## config.mk

```make
export PLATFORM = sky130hd
export DESIGN_NAME = calendar_date_advance
export DESIGN_NICKNAME = d
export VERILOG_FILES = /design/src/cda_pkg.sv /design/src/cda_core.sv /design/src/calendar_date_advance.sv
export SDC_FILE = /design/constraint.sdc
export NUM_CORES = 1
export LEC_CHECK = 0
export BUFFER_PORTS_ARGS = -buffer_cell sky130_fd_sc_hd__buf_2
export CAP_MARGIN = 10
export CELL_PAD_IN_SITES_DETAIL_PLACEMENT = 1
export CELL_PAD_IN_SITES_GLOBAL_PLACEMENT = 1
export CORE_UTILIZATION = 48
export DETAILED_ROUTE_END_ITERATION = 16
export PLACE_DENSITY_LB_ADDON = 0.1
export SYNTH_ARGS = -nofsm -noshare
export SYNTH_HDL_FRONTEND = slang
export SYNTH_HIERARCHICAL = 1
export SYNTH_SLANG_ARGS = --single-unit
```

## constraint.sdc

```tcl
create_clock -name i_clk -period 6.7 [get_ports i_clk]
set_clock_uncertainty 0.2 [all_clocks]
set_input_delay 0.67 -clock i_clk [delete_from_list [all_inputs] [get_ports i_clk]]
set_output_delay 0.67 -clock i_clk [all_outputs]
set_load 0.05 [all_outputs]
```

## src/cda_pkg.sv

```systemverilog
// Shared types, constants and calendar functions for the calendar date advance block.
`default_nettype none

package cda_pkg;

    localparam int unsigned YEAR_W  = 16;
    localparam int unsigned MONTH_W = 4;
    localparam int unsigned DAY_W   = 5;
    localparam int unsigned OFS_W   = 16;
    localparam int unsigned SUM_W   = 17;
    localparam int unsigned DOY_W   = 9;
    localparam int unsigned CYC_W   = 9;
    localparam int unsigned QUO_W   = 8;
    localparam int unsigned PROD_W  = 23;

    localparam int unsigned DIV25_MUL   = 1311;
    localparam int unsigned DIV25_SHIFT = 15;
    localparam int unsigned LEAP_CYCLE  = 400;
    localparam int unsigned CENTURY     = 100;

    localparam logic [MONTH_W-1:0] MONTH_JAN = 4'd1;
    localparam logic [MONTH_W-1:0] MONTH_FEB = 4'd2;
    localparam logic [MONTH_W-1:0] MONTH_APR = 4'd4;
    localparam logic [MONTH_W-1:0] MONTH_JUN = 4'd6;
    localparam logic [MONTH_W-1:0] MONTH_SEP = 4'd9;
    localparam logic [MONTH_W-1:0] MONTH_NOV = 4'd11;
    localparam logic [MONTH_W-1:0] MONTH_DEC = 4'd12;

    localparam logic [DAY_W-1:0] DAYS_SHORT = 5'd28;
    localparam logic [DAY_W-1:0] DAYS_MID   = 5'd30;
    localparam logic [DAY_W-1:0] DAYS_LONG  = 5'd31;

    typedef struct packed {
        logic [YEAR_W-1:0]  year;
        logic [MONTH_W-1:0] month;
        logic [DAY_W-1:0]   day;
        logic [OFS_W-1:0]   offset_days;
    } t_req;

    typedef struct packed {
        logic               leap_flag;
        logic [DAY_W-1:0]   month_length;
        logic [DOY_W-1:0]   day_of_year;
        logic [DAY_W-1:0]   new_day;
        logic [MONTH_W-1:0] new_month;
        logic [YEAR_W-1:0]  new_year;
    } t_res;

    typedef struct packed {
        logic ready;
        logic done;
    } t_core_stat;

    // Gregorian leap test from the two low year bits and the year modulo 400.
    function automatic logic f_is_leap(input logic [1:0] y_lo, input logic [CYC_W-1:0] r400);
        logic century;
        century = (r400 == CYC_W'(CENTURY)) || (r400 == CYC_W'(2 * CENTURY))
               || (r400 == CYC_W'(3 * CENTURY));
        return (y_lo == 2'b00) && !century;
    endfunction

    function automatic logic [DAY_W-1:0] f_month_days(input logic [MONTH_W-1:0] m,
                                                       input logic leap);
        logic [DAY_W-1:0] len;
        case (m) inside
            MONTH_FEB: len = DAYS_SHORT + DAY_W'(leap);
            MONTH_APR, MONTH_JUN, MONTH_SEP, MONTH_NOV: len = DAYS_MID;
            default: len = DAYS_LONG;
        endcase
        return len;
    endfunction

endpackage

`default_nettype wire

```

## src/cda_core.sv

```systemverilog
// Sequencer and shared subtract and compare datapath that advance a date month by month.
`default_nettype none

module cda_core
    import cda_pkg::*;
(
    input  wire         i_clk,
    input  wire         i_rst_n,
    input  wire         i_start,
    input  t_req        i_req,
    input  wire         i_take,
    output t_core_stat  o_stat,
    output t_res        o_res
);

    typedef enum logic [2:0] {
        ST_IDLE,
        ST_MOD,
        ST_REM,
        ST_DOY,
        ST_ADV,
        ST_DONE
    } t_state;

    t_state              r_state, n_state;
    logic [QUO_W-1:0]    r_quo, n_quo;
    logic [YEAR_W-1:0]   r_year, n_year;
    logic [YEAR_W-1:0]   r_ny, n_ny;
    logic [MONTH_W-1:0]  r_month, n_month;
    logic [MONTH_W-1:0]  r_nm, n_nm;
    logic [MONTH_W-1:0]  r_cnt, n_cnt;
    logic [DAY_W-1:0]    r_day, n_day;
    logic [CYC_W-1:0]    r_r400, n_r400;
    logic [SUM_W-1:0]    r_sum, n_sum;
    logic [DOY_W-1:0]    r_doy, n_doy;
    logic [DAY_W-1:0]    r_mlen, n_mlen;
    logic                r_leap, n_leap;

    logic [PROD_W-1:0]   w_prod;
    logic [YEAR_W-1:0]   w_rem;
    logic                w_cur_leap;
    logic [DAY_W-1:0]    w_len;
    logic [DAY_W-1:0]    w_doy_len;

    // The year divided by 16 and then by 25 through a reciprocal gives the year over 400.
    assign w_prod     = PROD_W'(r_year[YEAR_W-1:4]) * PROD_W'(DIV25_MUL);
    assign w_rem      = r_year - YEAR_W'(r_quo) * YEAR_W'(LEAP_CYCLE);
    assign w_cur_leap = f_is_leap(r_ny[1:0], r_r400);
    assign w_len      = f_month_days(r_nm, w_cur_leap);
    assign w_doy_len  = f_month_days(r_cnt, r_leap);

    always_comb begin
        n_state = r_state;
        n_quo   = r_quo;
        n_year  = r_year;
        n_ny    = r_ny;
        n_month = r_month;
        n_nm    = r_nm;
        n_cnt   = r_cnt;
        n_day   = r_day;
        n_r400  = r_r400;
        n_sum   = r_sum;
        n_doy   = r_doy;
        n_mlen  = r_mlen;
        n_leap  = r_leap;
        case (r_state)
            ST_IDLE: begin
                if (i_start) begin
                    n_year = i_req.year;
                    n_ny   = i_req.year;
                    if (i_req.month == '0) begin
                        n_month = MONTH_JAN;
                    end else if (i_req.month > MONTH_DEC) begin
                        n_month = MONTH_DEC;
                    end else begin
                        n_month = i_req.month;
                    end
                    n_nm  = n_month;
                    n_day = (i_req.day == '0) ? DAY_W'(1) : i_req.day;
                    n_sum = SUM_W'(n_day) + SUM_W'(i_req.offset_days);
                    n_state = ST_MOD;
                end
            end
            ST_MOD: begin
                n_quo   = w_prod[PROD_W-1:DIV25_SHIFT];
                n_state = ST_REM;
            end
            ST_REM: begin
                n_r400  = w_rem[CYC_W-1:0];
                n_leap  = f_is_leap(r_year[1:0], n_r400);
                n_cnt   = MONTH_JAN;
                n_doy   = '0;
                n_state = ST_DOY;
            end
            ST_DOY: begin
                if (r_cnt == r_month) begin
                    n_doy   = r_doy + DOY_W'(r_day);
                    n_mlen  = w_doy_len;
                    n_state = ST_ADV;
                end else begin
                    n_doy = r_doy + DOY_W'(w_doy_len);
                    n_cnt = r_cnt + MONTH_W'(1);
                end
            end
            ST_ADV: begin
                if (r_sum > SUM_W'(w_len)) begin
                    n_sum = r_sum - SUM_W'(w_len);
                    if (r_nm == MONTH_DEC) begin
                        n_nm = MONTH_JAN;
                        n_ny = r_ny + YEAR_W'(1);
                        if ((r_ny == {YEAR_W{1'b1}}) || (r_r400 == CYC_W'(LEAP_CYCLE - 1))) begin
                            n_r400 = '0;
                        end else begin
                            n_r400 = r_r400 + CYC_W'(1);
                        end
                    end else begin
                        n_nm = r_nm + MONTH_W'(1);
                    end
                end else begin
                    n_state = ST_DONE;
                end
            end
            ST_DONE: begin
                if (i_take) begin
                    n_state = ST_IDLE;
                end
            end
            default: begin
                n_state = ST_IDLE;
            end
        endcase
    end

    always_ff @(posedge i_clk) begin
        if (!i_rst_n) begin
            r_state <= ST_IDLE;
        end else begin
            r_state <= n_state;
        end
        r_quo   <= n_quo;
        r_year  <= n_year;
        r_ny    <= n_ny;
        r_month <= n_month;
        r_nm    <= n_nm;
        r_cnt   <= n_cnt;
        r_day   <= n_day;
        r_r400  <= n_r400;
        r_sum   <= n_sum;
        r_doy   <= n_doy;
        r_mlen  <= n_mlen;
        r_leap  <= n_leap;
    end

    assign o_stat.ready = (r_state == ST_IDLE);
    assign o_stat.done  = (r_state == ST_DONE);

    assign o_res.new_year     = r_ny;
    assign o_res.new_month    = r_nm;
    assign o_res.new_day      = r_sum[DAY_W-1:0];
    assign o_res.day_of_year  = r_doy;
    assign o_res.month_length = r_mlen;
    assign o_res.leap_flag    = r_leap;

endmodule

`default_nettype wire

```

## src/calendar_date_advance.sv

```systemverilog
// Top level of the calendar date advance block with stream ports and output register.
// Steps: the year is reduced modulo 400, the day of year is summed month by month, and then
// the date is advanced month by month over the offset before the result is registered.
// One transaction at a time: a new one is accepted only once the core is idle again.
// The result register frees the core, so a new transaction is taken while a result waits.
// Reset is synchronous and active low; it clears the sequencer and the output valid flag.
`default_nettype none

module calendar_date_advance
    import cda_pkg::*;
(
    input  wire         i_clk,
    input  wire         i_rst_n,
    input  wire         i_s_axis_tvalid,
    output logic        o_s_axis_tready,
    // Fields from bit 0: year, month, day, offset_days, zero fill.
    input  wire  [47:0] i_s_axis_tdata,
    output logic        o_m_axis_tvalid,
    input  wire         i_m_axis_tready,
    // Fields from bit 0: new_year, new_month, new_day, day_of_year, month_length, leap_flag.
    output logic [39:0] o_m_axis_tdata
);

    t_req        w_req;
    t_res        w_res;
    t_core_stat  w_stat;
    logic        w_start;
    logic        w_take;
    logic        r_valid;
    t_res        r_data;

    assign w_req.year        = i_s_axis_tdata[15:0];
    assign w_req.month       = i_s_axis_tdata[19:16];
    assign w_req.day         = i_s_axis_tdata[24:20];
    assign w_req.offset_days = i_s_axis_tdata[40:25];

    assign o_s_axis_tready = w_stat.ready;
    assign w_start = i_s_axis_tvalid && w_stat.ready;
    assign w_take  = w_stat.done && (!r_valid || i_m_axis_tready);

    cda_core u_core (
        .i_clk   (i_clk),
        .i_rst_n (i_rst_n),
        .i_start (w_start),
        .i_req   (w_req),
        .i_take  (w_take),
        .o_stat  (w_stat),
        .o_res   (w_res)
    );

    always_ff @(posedge i_clk) begin
        if (!i_rst_n) begin
            r_valid <= 1'b0;
        end else if (w_take) begin
            r_valid <= 1'b1;
        end else if (i_m_axis_tready) begin
            r_valid <= 1'b0;
        end
        if (w_take) begin
            r_data <= w_res;
        end
    end

    assign o_m_axis_tvalid = r_valid;
    assign o_m_axis_tdata  = r_data;

    a_busy_after_accept: assert property (@(posedge i_clk) disable iff (!i_rst_n)
        (i_s_axis_tvalid && o_s_axis_tready) |=> !o_s_axis_tready)
        else $error("core still ready after taking a transaction");

    a_month_range: assert property (@(posedge i_clk) disable iff (!i_rst_n)
        o_m_axis_tvalid |-> ((o_m_axis_tdata[19:16] != 4'd0)
                          && (o_m_axis_tdata[19:16] <= MONTH_DEC)
                          && (o_m_axis_tdata[24:20] != 5'd0)))
        else $error("result month or day out of range");

    a_mlen_range: assert property (@(posedge i_clk) disable iff (!i_rst_n)
        o_m_axis_tvalid |-> (o_m_axis_tdata[38:34] >= DAYS_SHORT))
        else $error("result month length below 28");

    a_take_loads: assert property (@(posedge i_clk) disable iff (!i_rst_n)
        w_take |=> o_m_axis_tvalid)
        else $error("finished result not presented");

endmodule

`default_nettype wire

```

==> impl_metrics.ini <==
[cts]
cts_tree = built
htree_levels = 4
cts_resized = 0
cts_made_buffers = 17
post-cts-setup-buffers = 0
postCtsHoldBufs = 0
ctsRootBufferMaster = clkbuf_16
clk_pin_slew_ns = 0.06
clock_latency_ns = 0.42
clock_sinks = 136
cts_buffer_depth = 2

[synthesis]
synth_cell_types = 58
yosys_warnings = 6
avgSynthCellArea_um2 = 11.2
netlist_top_cells_area = edfxtp_1 (43%), ha_1 (14%), fa_1 (9.7%)
yosysTopAreaCellShare_pct = 42.9
synth_top_area_cell = edfxtp_1
ys_seq_area_share_pct = 43.8
ys_async_sr_fraction_pct = 0
synthFlopType = edfxtp_1
postSynthCellCount = 825
synth-seq-cells = 136
syn_area_mm2 = 0.00924
synth_edf_count = 132

[placed_design]
dp_hpwl_mm = 16.7
post-place-cells = 1126
port-buffer-count = 86
gp_congestion = 0.831
place_ws_ns = 0.930

[worst_setup_path]
cp_max_fo = 6
crit_required_ns = 6.67
cp-start-kind = register
arrival_ns = 5.61
path_class = register to register
cp-end-kind = register

[hold_path]
hold_path_class = register to register

[outcome]
outcome = finished clean

[global_routing]
grt_pass1_vias = 7017
grt_usage_pct = 23.4
grt_max_degree = 58
grt_first_pass_wirelength_mm = 35.4
grt_overflow = 0
antenna_found_initial = 0

[routing]
drtPass1Iterations = 4
drtAntennaViolNets = 0
vias = 6254
drc = 0
wl_per_cell_um = 18.7
dr.first_iter.drc_count = 193
wl_mm = 21.7
via_per_inst = 5.40

[power]
peakVddDrop_uv = 295
p_leak_uw = 0.00454
finalPower_uw = 4860
p_per_area_mw_per_mm2 = 464

[layout]
final_cell_mix = edfxtp_1 (132), inv_1 (128), ha_1 (100)
fillerInstances = 2041
final_cells = 1158
layout.nets = 1108
area_growth_pct = 13.2
post-route-util_pct = 55.7
drive_gt1_share_pct = 14.8
antennaDiodeCount = 0
final_common_cell = edfxtp_1

[sta]
fin_crit_sh_pct = 84.3
relSlewSlack_pct = 23.4
maxSlewViolCount = 0
tightest_slew_ns = 1.15
fmax_ghz = 0.177
setup_tns_ns = 0
finalHoldViolations = 0
layout_setup_ws_ns = 1.05
setup_viol = 0
rsz0062_at_grt = false
min_period_ns = 5.65

[die]
fp-row-count = 50
die_area_mm2 = 0.0198
die_w_um = 141
num_io_pins = 94
core_area_mm2 = 0.0188
die_y_um = 141
start_util_pct = 49.2

[run]
max_cap_violations = 0
-- metrics by stage --
| stage | cell area, um^2 | hold WS [ns] |
|---|---|---|
| 5_1_grt | 10500 | 0.232 |
| 4_1_cts | 10500 | 0.222 |
| 6_report | 10500 | 0.228 |
| 2_1_floorplan | 9250 | 0.200 |
| 3_3_place_gp | 9890 | 0.212 |
| 3_5_place_dp | 9890 | 0.211 |
-- worst max-delay path: stages, from the launching register on --
cell       delay [ns]
edfxtp_1         0.54
inv_1            0.19
fa_1             0.56
inv_1            0.04
ha_1             0.19
inv_1            0.07
fa_1             0.42
fa_1             0.48
fa_1             0.54
inv_1            0.04
ha_1             0.28
nand2_1          0.08
a2111oi_0        0.51
o2111ai_1        0.34
a21boi_0         0.49
nor4_1           0.09
a311o_1          0.33
-- sequential cells by signal, indices dropped and copies added (netlist names) --
signal	flops
o_m_axis_tdata	40
u_core/r_day	5
u_core/r_mlen	2
u_core/r_ny	16
u_core/r_leap	1
u_core/r_state	3
u_core/r_quo	5
u_core/r_doy	9
u_core/r_year	16
o_m_axis_tvalid	1
u_core/r_r400	9
u_core/r_month	4
u_core/r_nm	4
u_core/r_sum	17
u_core/r_cnt	4
-- power by group --
group	leakage, uW	internal [uW]	switching (uW)
logic	0.00301	1090	1540
registers	0.00125	1170	147
clock network	0.000276	520	389
total	0.00454	2780	2070
-- area by class of cell --
type	instances	area (um^2)	area share, %
Multi-Input combinational cell	536	4600	44.0
Sequential cell	136	4040	38.7
Inverter	128	480	4.59
Timing Repair Buffer	92	475	4.54
Clock buffer	18	429	4.10
Tap cell	234	293	2.80
Clock inverter	14	139	1.33
-- cells in the mapped netlist, types with 2 or more instances --
master     number
a21boi_0        3
a21o_1          5
a21oi_1        28
a31oi_1         4
and2_1          5
and3_1         14
and4_1          2
buf_4           9
clkbuf_1       17
dfxtp_1         4
edfxtp_1      132
fa_1           45
ha_1          100
inv_1         128
mux2_2          3
mux2i_1         5
nand2_1        55
nand2b_1        9
nand3_1        18
nor2_1         42
nor2b_1         6
nor3_1         14
nor3b_1         2
nor4_1          6
o2111a_1        2
o2111ai_1       3
o211ai_1        4
o21a_1          4
o21ai_0        47
o21bai_1        3
o22ai_1         5
or3_1           5
xnor2_1        31
xor2_1         41
-- layer usage --
layer | global-route usage, % | wire, um | share of wire (%) | vias to the layer above
li1 | - | - | - | 3001
met1 | 26.6 | 9060 | 42 | 3114
met2 | 44.1 | 11700 | 54 | 108
met3 | 3.74 | 534 | 2.5 | 31
met4 | 8.41 | 445 | 2.1 | 0
met5 | 0 | 0 | 0 | -
-- final timing paths --
| path | from | to | slack, ns | cells past startpoint |
|---|---|---|---|---|
| worst min register to register | u_core/r_mlen[0] | o_m_axis_tdata[34] | 0.23 | 0 |
| worst max register to register | u_core/r_year[8] | u_core/r_quo[2] | 1.05 | 16 |
| worst max-delay path | u_core/r_year[8] | u_core/r_quo[2] | 1.05 | 16 |
| worst min-delay path | u_core/r_mlen[0] | o_m_axis_tdata[34] | 0.23 | 0 |
-- cell families (layout without fill, tap and decap cells) --
group,Yosys count,count (layout),share of synthesized area [%]
and+or+nand+nor,187,187,10.1
buffers and inverters,155,252,6.66
other,1,3,0.0406
DFF,136,136,43.8
muxes,8,8,0.907
adders and majority gates,145,145,23.3
xor gates and xnor gates,73,73,7.07
AOI/OAI and AO/OA,120,120,8.19
Power figures use the tool's default switching activity.
